File: src/rtl/gbms_pkg.sv
// ----------------------------------------------------------------------------
// gbms_pkg
// Shared types and constants for the greedy binary model selection block.
// ----------------------------------------------------------------------------
package gbms_pkg;

    // Store geometry
    localparam int MAX_MODELS = 32;
    localparam int IDX_W      = $clog2(MAX_MODELS);
    localparam int ADDR_W     = 2 * IDX_W;

    // Field widths
    localparam int WEIGHT_W = 32;
    localparam int GAIN_W   = 40;
    localparam int CNT_W    = 6;

    // Register reset value
    localparam logic [CNT_W-1:0] MODEL_COUNT_RESET = CNT_W'(32);

    // Command queue between front and back
    localparam int QUEUE_DEPTH = 4;
    localparam int QPTR_W      = $clog2(QUEUE_DEPTH);
    localparam int QCNT_W      = $clog2(QUEUE_DEPTH + 1);

    // Input item
    typedef struct packed {
        logic [4:0]                 row;
        logic [4:0]                 col;
        logic signed [WEIGHT_W-1:0] weight;
        logic                       last_entry;
    } in_item_t;

    // Result item
    typedef struct packed {
        logic [4:0] model_index;
        logic       selected;
        logic       last_result;
    } result_t;

    // Command kinds: every command stores; a solve command then runs the search
    typedef enum logic {
        CMD_STORE = 1'b0,
        CMD_SOLVE = 1'b1
    } cmd_kind_t;

    typedef struct packed {
        cmd_kind_t           kind;
        logic [ADDR_W-1:0]   addr;
        logic [WEIGHT_W-1:0] weight;
    } cmd_t;

endpackage

File: src/rtl/gbms_front.sv
// ----------------------------------------------------------------------------
// gbms_front
// Input stage: takes matrix entries, classifies them into store or solve
// commands with a flat store address, and holds one command in a register.
// ----------------------------------------------------------------------------
module gbms_front (
    input  logic               clk,
    input  logic               rst_n,
    input  logic               in_valid,
    output logic               in_ready,
    input  gbms_pkg::in_item_t in_data,
    output logic               cmd_valid,
    input  logic               cmd_ready,
    output gbms_pkg::cmd_t     cmd_data
);

    logic           cmd_valid_reg;
    gbms_pkg::cmd_t cmd_data_reg;
    gbms_pkg::cmd_t cmd_next;

    // Classify: the flagged entry starts a solve, row-major address
    always_comb
    begin
        cmd_next.kind   = in_data.last_entry ? gbms_pkg::CMD_SOLVE : gbms_pkg::CMD_STORE;
        cmd_next.addr   = {in_data.row, in_data.col};
        cmd_next.weight = in_data.weight;
    end

    assign in_ready = !cmd_valid_reg || cmd_ready;

    // Command register, refilled on every transfer
    always_ff @(posedge clk or negedge rst_n)
    begin
        if (!rst_n)
        begin
            cmd_valid_reg <= 1'b0;
        end
        else if (in_ready)
        begin
            cmd_valid_reg <= in_valid;
        end
    end

    always_ff @(posedge clk)
    begin
        if (in_valid && in_ready)
        begin
            cmd_data_reg <= cmd_next;
        end
    end

    assign cmd_valid = cmd_valid_reg;
    assign cmd_data  = cmd_data_reg;

endmodule

File: config.mk
export PLATFORM = sky130hd
export DESIGN_NAME = gbms_front
export DESIGN_NICKNAME = d
export VERILOG_FILES = /design/src/rtl/gbms_pkg.sv /design/src/rtl/gbms_front.sv
export SDC_FILE = /design/constraint.sdc
export NUM_CORES = 1
export LEC_CHECK = 0
export ABC_AREA = 1
export BUFFER_PORTS_ARGS = -buffer_cell sky130_fd_sc_hd__buf_4
export CORE_AREA = 3 3 65 67
export DETAILED_ROUTE_END_ITERATION = 12
export DIE_AREA = 0 0 68 70
export PLACE_DENSITY = 0.74
export SLEW_MARGIN = 20
export SYNTH_ARGS = -nofsm -noshare
export SYNTH_HDL_FRONTEND = slang
export SYNTH_SLANG_ARGS = --single-unit
File: constraint.sdc
create_clock -name clk -period 2.8 [get_ports clk]
set_input_delay 0.14 -clock clk [delete_from_list [all_inputs] [get_ports clk]]
set_output_delay 0.14 -clock clk [all_outputs]
set_load 0.005 [all_outputs]
**After elaboration in Yosys (flattened, before gate mapping)**

Index checks and enable logic that the tools add are counted.

- Register bits after elaboration: 44
- Bits of input ports: 47
- Output and inout port bits: 45

- Multiplexer cells: 1
- Reduce and logical (&&, ||, !) cells: 3

Operator list:

| cell | number |
|---|---|
| $logic_and A1 B1 Y1 | 1 |
| $logic_not A1 Y1 | 1 |
| $logic_or A1 B1 Y1 | 1 |
| $mux W1 | 1 |

**Longest topological paths before layout**

- Depth after elaboration: 3
- Mapped depth: 3
- Mapped depth without buffers: 3

**Worst setup path after synthesis**

OpenSTA, ideal clock, no wires.

- Path kind: reg-to-reg
- Start: register cmd_valid_reg, in the netlist cmd_valid
- End: register cmd_data_reg (netlist bit cmd_data[0]), enable pin
- Library setup time: 0.458 ns
- Data arrival time: 2.536 ns
- Required time: 2.342 ns
- Slack: -0.193 ns
- Cell stages (with the launch flop): 2
- Buffers on the path: 0
- Path through: dfrtp_1 > a21oi_1

- Longest elaborated chain between the ends: 3

Ends and longest elaborated chain:

| element | RTL line | source |
|---|---|---|
| from (decl) | gbms_front.sv:17 | `logic cmd_valid_reg;` |
| from (signal assigned) | gbms_front.sv:40 | `cmd_valid_reg <= in_valid;` |
| $logic_not A1 Y1 | gbms_front.sv:29 | `assign in_ready = !cmd_valid_reg \|\| cmd_ready;` |
| $logic_or A1 B1 Y1 | gbms_front.sv:29 |  |
| $logic_and A1 B1 Y1 | gbms_front.sv:46 | `if (in_valid && in_ready)` |
| to (signal assigned) | gbms_front.sv:48 | `cmd_data_reg <= cmd_next;` |
| to (decl) | gbms_front.sv:18 | `gbms_pkg::cmd_t cmd_data_reg;` |

No other way between the ends.
A chain may end at the register's enable or synchronous reset.

**Final worst setup path**

- Start: register cmd_valid_reg, in the netlist cmd_valid
- End: register cmd_data_reg (netlist bit cmd_data[17]), enable pin

Same word-level chain as after synthesis.

==> reports/results.txt <==
Die H -> 70 µm
Syn Area/Cell -> 27.3 µm²
commonest non-fill, non-tap cell in the layout -> buf_4
clock slew at reported path FFs -> 0.08 ns
Routed Antenna Nets -> 0
max FFs per register -> 43
post-route setup TNS -> 0 ns
max cap viols -> 0
Synth Cell Area -> 1340 µm²
Worst-Margin Slew -> 0.521 ns
largest net degree at the start of global routing -> 44
Yosys warnings -> 0
Fin Clk Skew -> 0.00680 ns
Final Cycle Share -> 0.511
DRT iter0 DRCs -> 15
Clock Sinks -> 44
Placer Congestion -> 0.695
CTS Buffer Depth -> 2
sequential area share after synthesis -> 0.985
vias in the first global route -> 858
Layout area overhead -> 64.8%
Final Hold Viols -> 0
slowest stage delay, CP -> 0.46 ns
count of nets after finishing -> 196
crit path DAT -> 1.35 ns
DIE AREA -> 4760 µm²
Yosys top cell by area -> edfxtp_1
Worst-Skew Late Latency -> 0.28 ns
Via density -> 4.24
Cell variety after synth -> 5
wire length per cell -> 14.2 µm
CP Data Required Time -> 2.72 ns
Root Driver -> clkbuf_8
LEAKAGE -> 0.000930 µW
share of cells above drive strength 1 -> 0.667
crit path launch type -> flop
total track usage -> 0.122
antenna fix cells -> 0
Detailed Route WL -> 2810 µm
via count -> 840
Min Clock Period, post-route -> 1.43 ns
Synth Instances -> 49
largest fanout on the critical path -> 43
status -> finished, final reports clean
crit path max-delay cell type -> buf_4
Initial Util -> 0.362
TritonRoute pass-1 iters -> 2
Yosys reg bits -> 44
Syn Nets -> 96
Inserted Clock Buffers -> 5
Peak VDD IR -> 0.356 mV
row count -> 22
first-pass GRT wire length -> 4080 µm
initial antenna violation count -> 0
fmax -> 698 MHz
Rel. slew slack -> 0.653
FF-to-FF setup slack -> 1.37 ns
worst hold-check path type -> in2reg
WS Path Type -> reg2reg
area share of the largest cell type after synthesis -> 0.966
crit end category -> flop
port bufs -> 91
most frequent cells in the layout -> 92 x buf_4, 43 x edfxtp_1, 6 x clkbuf_8
grt total ovfl -> 0
Ports -> 92
post-DP HPWL -> 2120 µm
final setup fails -> 0
CTS tree -> built
PwrDens -> 589 nW/µm²
Chip Width -> 68 µm
Cell Chain, Critical Path -> a21oi_4 > buf_4
Max Slew Vio Count -> 0
Post-Route Utilization -> 0.597
core footprint -> 3690 µm²
htree depth -> 2
synth top area cells -> edfxtp_1 97%, dfrtp_1 1.9%, inv_1 0.56%
unrepaired setup endpoints after global routing -> no
residual DRC count -> 0
==> per-stage QoR <==
step                      std cells  instance area (µm²)  total power, µW  worst slack (ns)  hold WS [ns]
after global placement          189                 2100              916              1.44       -0.0841
after floorplan                  49                 1340              811             0.765        -0.156
final                           198                 2200             1300              1.37        0.0276
after detailed placement        189                 2100              920              1.41       -0.0830
after global routing            198                 2200             1360              1.31       0.00463
after CTS                       198                 2200             1320              1.39        0.0150
==> cell type report <==
class | count | area (µm²)
multi-input cells | 3 | 23.8
flip-flops and latches | 44 | 1320
clock inverters | 1 | 7.51
repair buffers | 93 | 701
fillers | 295 | 1490
inverters | 2 | 7.51
well taps | 48 | 60.1
clock buffers | 7 | 86.3
==> worst max-delay path: cells and delay by family (launching register included) <==
| kind | cells | cell delay, ns |
|---|---|---|
| buffers and inverters | 1 | 0.46 |
| AOI/OAI and AO/OA | 1 | 0.16 |
| DFF | 1 | 0.43 |
==> where the power goes <==
part | switching, µW | internal (µW) | total [µW]
Sequential | 10.3 | 766 | 777
Clock | 192 | 200 | 392
Combinational | 45.1 | 82.5 | 128
==> synth_stat cells (all sizes together) <==
| cell type | instances |
|---|---|
| edfxtp | 43 |
| a21oi | 1 |
| nand2 | 2 |
| dfrtp | 1 |
| inv | 2 |
==> per-layer routing <==
layer	global-route usage	up-vias	share of wire
met1	0.117	383	0.32
met5	0	-	0
li1	-	388	-
met3	0.0949	2	0.18
met4	0.0662	0	0.010
met2	0.183	67	0.49
==> worst paths after layout <==
path                       depth (start not counted)        start           end
max                                                2    cmd_valid  cmd_data[17]
min                                                1  in_data[17]  cmd_data[16]
max reg2reg                                        2    cmd_valid  cmd_data[17]
min reg2reg                                        2    cmd_valid     cmd_valid
max in group asynchronous                          2        rst_n     cmd_valid
min in group asynchronous                          2        rst_n     cmd_valid
==> cell families (layout without fill, tap and decap cells) <==
kind of cell           after synthesis  count (layout)  share of synthesized area
DFF                                 44              44                      0.985
buffers and inverters                2             103                    0.00562
AOI/OAI and AO/OA                    1               1                    0.00374
and+or+nand+nor                      2               2                    0.00562
==> repair_timing <==
item                      CTS  global route
hold endpoints to repair    1             0
buffers inserted            0             0
hold buffers                1             0
resized for setup           0             0
(Power assumes the default switching activity.)
