===== src/rtl/gbms_pkg.sv =====
// ----------------------------------------------------------------------------
// gbms_pkg
// Shared types and constants for the greedy binary model selection block.
// ----------------------------------------------------------------------------
package gbms_pkg;

    // Store geometry
    localparam int MAX_MODELS = 32;
    localparam int IDX_W      = $clog2(MAX_MODELS);
    localparam int ADDR_W     = 2 * IDX_W;

    // Field widths
    localparam int WEIGHT_W = 32;
    localparam int GAIN_W   = 40;
    localparam int CNT_W    = 6;

    // Register reset value
    localparam logic [CNT_W-1:0] MODEL_COUNT_RESET = CNT_W'(32);

    // Command queue between front and back
    localparam int QUEUE_DEPTH = 4;
    localparam int QPTR_W      = $clog2(QUEUE_DEPTH);
    localparam int QCNT_W      = $clog2(QUEUE_DEPTH + 1);

    // Input item
    typedef struct packed {
        logic [4:0]                 row;
        logic [4:0]                 col;
        logic signed [WEIGHT_W-1:0] weight;
        logic                       last_entry;
    } in_item_t;

    // Result item
    typedef struct packed {
        logic [4:0] model_index;
        logic       selected;
        logic       last_result;
    } result_t;

    // Command kinds: every command stores; a solve command then runs the search
    typedef enum logic {
        CMD_STORE = 1'b0,
        CMD_SOLVE = 1'b1
    } cmd_kind_t;

    typedef struct packed {
        cmd_kind_t           kind;
        logic [ADDR_W-1:0]   addr;
        logic [WEIGHT_W-1:0] weight;
    } cmd_t;

endpackage


===== src/rtl/gbms_queue.sv =====
// ----------------------------------------------------------------------------
// gbms_queue
// Short command FIFO that decouples the input stage from the solver.
// ----------------------------------------------------------------------------
module gbms_queue (
    input  logic           clk,
    input  logic           rst_n,
    input  logic           push_valid,
    output logic           push_ready,
    input  gbms_pkg::cmd_t push_data,
    output logic           pop_valid,
    input  logic           pop_ready,
    output gbms_pkg::cmd_t pop_data
);

    gbms_pkg::cmd_t                slot_reg [gbms_pkg::QUEUE_DEPTH];
    logic [gbms_pkg::QPTR_W-1:0]   wr_ptr_reg;
    logic [gbms_pkg::QPTR_W-1:0]   rd_ptr_reg;
    logic [gbms_pkg::QCNT_W-1:0]   count_reg;
    logic                          push;
    logic                          pop;

    assign push_ready = (count_reg != gbms_pkg::QCNT_W'(gbms_pkg::QUEUE_DEPTH));
    assign pop_valid  = (count_reg != '0);
    assign pop_data   = slot_reg[rd_ptr_reg];
    assign push       = push_valid && push_ready;
    assign pop        = pop_valid && pop_ready;

    // Pointers and fill count
    always_ff @(posedge clk or negedge rst_n)
    begin
        if (!rst_n)
        begin
            wr_ptr_reg <= '0;
            rd_ptr_reg <= '0;
            count_reg  <= '0;
        end
        else
        begin
            if (push)
            begin
                wr_ptr_reg <= wr_ptr_reg + 1'b1;
            end
            if (pop)
            begin
                rd_ptr_reg <= rd_ptr_reg + 1'b1;
            end
            case ({push, pop})
                2'b10:   count_reg <= count_reg + 1'b1;
                2'b01:   count_reg <= count_reg - 1'b1;
                default: count_reg <= count_reg;
            endcase
        end
    end

    // Storage
    always_ff @(posedge clk)
    begin
        if (push)
        begin
            slot_reg[wr_ptr_reg] <= push_data;
        end
    end

    // Fill count agrees with the pointer distance
    assert property (@(posedge clk) disable iff (!rst_n)
        (count_reg != gbms_pkg::QCNT_W'(gbms_pkg::QUEUE_DEPTH)) |->
        (gbms_pkg::QPTR_W'(wr_ptr_reg - rd_ptr_reg) == gbms_pkg::QPTR_W'(count_reg)))
        else $error("queue count does not match pointers");

endmodule


===== config.mk =====
export PLATFORM = sky130hd
export DESIGN_NAME = gbms_queue
export DESIGN_NICKNAME = d
export VERILOG_FILES = /design/src/rtl/gbms_pkg.sv /design/src/rtl/gbms_queue.sv
export SDC_FILE = /design/constraint.sdc
export NUM_CORES = 1
export LEC_CHECK = 0
export BUFFER_PORTS_ARGS = -buffer_cell sky130_fd_sc_hd__buf_4
export CAP_MARGIN = 25
export CELL_PAD_IN_SITES_DETAIL_PLACEMENT = 0
export CELL_PAD_IN_SITES_GLOBAL_PLACEMENT = 1
export CORE_MARGIN = 1
export CORE_UTILIZATION = 44
export DETAILED_ROUTE_END_ITERATION = 10
export PLACE_DENSITY_LB_ADDON = 0.1
export SKIP_LAST_GASP = 1
export SLEW_MARGIN = 30
export SYNTH_ARGS = -nofsm -noshare
export SYNTH_HDL_FRONTEND = slang
export SYNTH_SLANG_ARGS = --single-unit

===== constraint.sdc =====
create_clock -name clk -period 2.4 [get_ports clk]
set_input_delay 0.12 -clock clk [delete_from_list [all_inputs] [get_ports clk]]
set_output_delay 0.12 -clock clk [all_outputs]
set_load 0.02 [all_outputs]

[Word-level counts from Yosys, hierarchy flattened]
Memories as Yosys holds them, arrays and structs flattened.
Cells that the tools add are included.
Operators by class
  equal/unequal tests: 3
  mux-type cells: 3
  shifts and indexed selects: 0
  $add $sub $neg: 4
  div/mod/pow operators: 0
  reduce and logical (&&, ||, !) cells: 4
  $lt $le $gt $ge: 0
  bitwise gates (word level): 0
  multiply operators: 0
Operators with widths (number)
  3-bit case mux with 2 select lines: 1
  2-bit by 1-bit adder with 2-bit output, second input constant: 2
  3-bit by 1-bit adder with 3-bit output, second input constant: 1
  3-bit inequality test, second input constant: 1
  3-bit nonzero test: 1
  3-bit by 1-bit subtractor with 3-bit output, second input constant: 1
  2-bit by 1-bit equality test with 1-bit output, second input constant: 1
  2-bit equality test, second input constant: 1
  1-bit logical AND: 2
  1-bit two-way mux: 2
  2-bit nonzero test: 1
Storage, ports and cells
  RAM bits: 172
  bits in read-only memories: 0
  output and inout port bits: 45
  memories kept: 1
  register bits: 7
  bits in latches: 0
  logic and storage cells: 18
Memories
  slot_reg: words 4, width 43, read ports 1, clocked after memory_dff 0, write ports 1, line gbms_queue.sv:16  | gbms_pkg::cmd_t slot_reg [gbms_pkg::QUEUE_DEPTH];

[Longest topological paths before layout]
  depth in word-level cells: 4
  depth in mapped cells: 9

[Least setup slack after synthesis]
OpenSTA, ideal clock, no wires.
  path kind: register to register
  from: reg count_reg[0] (netlist name)
  to: reg count_reg[2] (netlist name)
  data required time: 2.321 ns
  path slack: 0.292 ns
  data arrival time: 2.029 ns
  setup time: 0.079 ns
  cell stages (with the launch flop): 10
  clock period less this slack: 2.108 ns
  cells stage by stage: dfrtp_1 or3b_4 and2_4 inv_1 ha_1 inv_1 fa_1 xor2_1 nor2_1 xor2_1
Between the ends
  longest elaborated chain between the ends: 4
  elaborated cells between the ends (all ways): 10
Ends and longest elaborated chain
  from (decl): line gbms_queue.sv:19  | logic [gbms_pkg::QCNT_W-1:0] count_reg;
  from (signal assigned): line gbms_queue.sv:49  | 2'b10: count_reg <= count_reg + 1'b1;
  from (signal assigned): line gbms_queue.sv:50  | 2'b01: count_reg <= count_reg - 1'b1;
  from (signal assigned): line gbms_queue.sv:51  | default: count_reg <= count_reg;
  3-bit inequality test (*): line gbms_queue.sv:23  | assign push_ready = (count_reg != gbms_pkg::QCNT_W'(gbms_pkg::QUEUE_DEPTH));
  net push_ready: line gbms_queue.sv:9  | output logic push_ready,
  1-bit logical AND (*): line gbms_queue.sv:26  | assign push = push_valid && push_ready;
  2-bit by 1-bit equality test with 1-bit output or 2-bit equality test (tied branches): line gbms_queue.sv:48  | case ({push, pop})
  3-bit case mux with 2 select lines or 2-bit nonzero test (tied branches)
Mark *: on every way through the listed nets, which the timed path passes. The rest lies on a longest branch.
A chain may end at the register's enable or synchronous reset.

==> results.ini <==
[synthesis]
syn_area_um2 = 6620
syn_nets = 315
synthCells = 262
yosysSeqAreaShare = 0.806
synth-edff-count = 172
synth_most_common_cell = edfxtp_1
synth_flop_cell = edfxtp_1
synth.distinct_cells = 20
synth-async-reset-ratio = 0.0391
synth_area_per_cell_um2 = 25.3
synth_top_area_share = 0.780
yosysTopAreaCell = edfxtp_1
yosysWarnings = 0
synth_common_cells = edfxtp_1 (172), mux4_2 (43), dfrtp_1 (7)
synth-seq-cells = 179
synthTopCellsByArea = edfxtp_1 (78%), mux4_2 (15%), dfrtp_1 (2.6%)

[run]
maxCapViolations = 0

[routing]
firstDrtPassIters = 4
drt-initial-drc-count = 148
wl_per_cell_um = 19.0
wirelength_um = 11600
num_vias = 3085
avgViaCountPerCell = 5.04
ant_nets = 0
drc = 0

[worst_setup_path]
crit_path_top_delay_cell = dfrtp_4
rr_worst_depth = 9
slowest_delay_ns = 0.64
cp-end-kind = primary output
required_ns = 2.28
cp.arrival_ns = 2.10
path_cells = buf_4 > mux4_2 > buf_4
rr_endpoint = count_reg[2]
r2r_slack_ns = 0.23
rr_startpoint = count_reg[1]
crit_type = flop to primary output
critPathLaunchType = flop
crit_fanout = 16
crit_top_cell = buf_4

[cells_and_area]
fin_nets = 467
final_cell_area_um2 = 8640
drive_gt1_frac = 0.424
syn_to_final_growth_pct = 30.4
finalNonFillerCells = 612
final_util = 0.592
largest_reg_flops = 172
fill_cells = 1052

[timing]
hold_viol_final = 0
setup_violations = 0
max_freq_mhz = 451
min_period_ns = 2.22
setup_tns_ns = 0
fin_crit_sh = 0.923
layout_setup_ws_ns = 0.185
slew_viol_final = 0
fin_skew_ns = 0.00836
rsz0062_at_grt = no
hold_ws_ns = 0.0559
maxSlewHeadroom = 0.723
worstMarginPinSlew_ns = 0.416

[clock_tree]
cts_root_buf = clkbuf_16
cts_tree = built
cts.clk_slew.worst_paths_ns = 0.06
cts_setup_buffers = 0
cts_made_buffers = 17
clock-sinks = 179
clockBufferDepth = 2
clock_latency_ns = 0.42
cts_max_level = 4
cts_resized = 0

[power_and_ir_drop]
p_int_mw = 7.54
ir_drop_uv = 778
power_density_nw_per_um2 = 1240
clkPwrFrac = 0.255
combPwrFrac = 0.338
switchingPower_mw = 3.20
power_mw = 10.7
leakagePower_nw = 3.04
power.share.switching = 0.298
pwr-share-seq = 0.407

[die]
initial_core_util = 0.454
die_area_um2 = 15500
die_h_um = 125
core-area_um2 = 14600
rows = 44
io_pins = 92
fp.dieW_um = 125

[worst_hold_path]
hold_path.class = input pin to async pin

[global_routing]
antenna_found_initial = 1
first_global_vias = 3419
track_usage = 0.162
overflow = 0
grt_max_degree = 44
grt_pass1_wl_um = 18200

[place]
gp_routability_congestion = 0.679
hpwl_um = 6560
portBuffers = 91
place_ws_ns = 0.222
place_area_um2 = 7610
place_inst = 535

[outcome]
outcome = completed

[power groups by stage]
| stage | Clock [mW] | Combinational (mW) | Sequential (mW) |
|---|---|---|---|
| after floorplan | 0 | 2.35 | 4.31 |
| after global routing | 2.90 | 3.88 | 4.45 |
| after CTS | 2.81 | 3.72 | 4.39 |
| after detailed placement | 0 | 3.66 | 4.46 |
| final | 2.74 | 3.63 | 4.38 |
| after global placement | 0 | 3.66 | 4.42 |
[layout make-up]
cell class | instances | area (um2) | share of cell area
flip-flops and latches | 179 | 5350 | 0.619
repair buffers | 143 | 1250 | 0.144
multi-input cells | 67 | 1200 | 0.139
clock buffers | 22 | 454 | 0.0526
well taps | 184 | 230 | 0.0267
clock inverters | 10 | 134 | 0.0155
inverters | 6 | 22.5 | 0.00261
diodes | 1 | 2.50 | 0.000290
[layer usage]
| layer | vias up | share of wire | global-route usage |
|---|---|---|---|
| li1 | 1411 | - | - |
| met1 | 1580 | 0.41 | 0.189 |
| met2 | 78 | 0.52 | 0.274 |
| met3 | 16 | 0.056 | 0.0511 |
| met4 | 0 | 0.019 | 0.0765 |
| met5 | - | 0 | 0 |
[timing repair]
action                                 4_1_cts  5_1_grt
hold buffers                                44        0
endpoints found under the hold margin      179        0
setup endpoints to repair                    0        0
[cell usage in the layout, fill, tap and decap left out, types with 2 or more instances in the layout]
cell	n
edfxtp_1	172
dfrtp_1	5
clkinvlp_4	2
mux4_2	43
xor2_1	3
inv_1	6
clkbuf_16	17
xnor2_1	3
and3_2	4
dlygate4sd3_1	44
ha_1	5
clkbuf_1	4
bufinv_16	3
clkinv_2	4
buf_4	94
buf_12	5
[worst max path at each step]
stage / slack [ns] / depth (start not counted) / start / to
6_report: 0.18 / 3 / rd_ptr_reg[0] / pop_data[16]
5_1_grt: 0.06 / 3 / rd_ptr_reg[0] / pop_data[13]
4_1_cts: 0.11 / 3 / rd_ptr_reg[0] / pop_data[16]
3_5_place_dp: 0.22 / 9 / count_reg[1] / count_reg[2]
3_3_place_gp: 0.28 / 9 / count_reg[0] / count_reg[2]
2_1_floorplan: 0.29 / 9 / count_reg[0] / count_reg[2]
[worst max-delay path: cells and delay by family (launching register included)]
kind     cells  cell delay [ns]
flops        1             0.64
buf+inv      2             0.48
mux          1             0.54
[logic make-up (layout without fill, tap and decap cells)]
kind of cell | count (synthesis) | after routing | synth area share
other cells | 0 | 1 | 0
simple gates | 9 | 9 | 0.00982
compound gates | 1 | 1 | 0.00151
flops | 179 | 179 | 0.806
mux | 45 | 45 | 0.150
buf+inv | 16 | 181 | 0.0119
fa+ha+maj | 6 | 6 | 0.0125
xor+xnor | 6 | 6 | 0.00794
(Power assumes the default switching activity.)
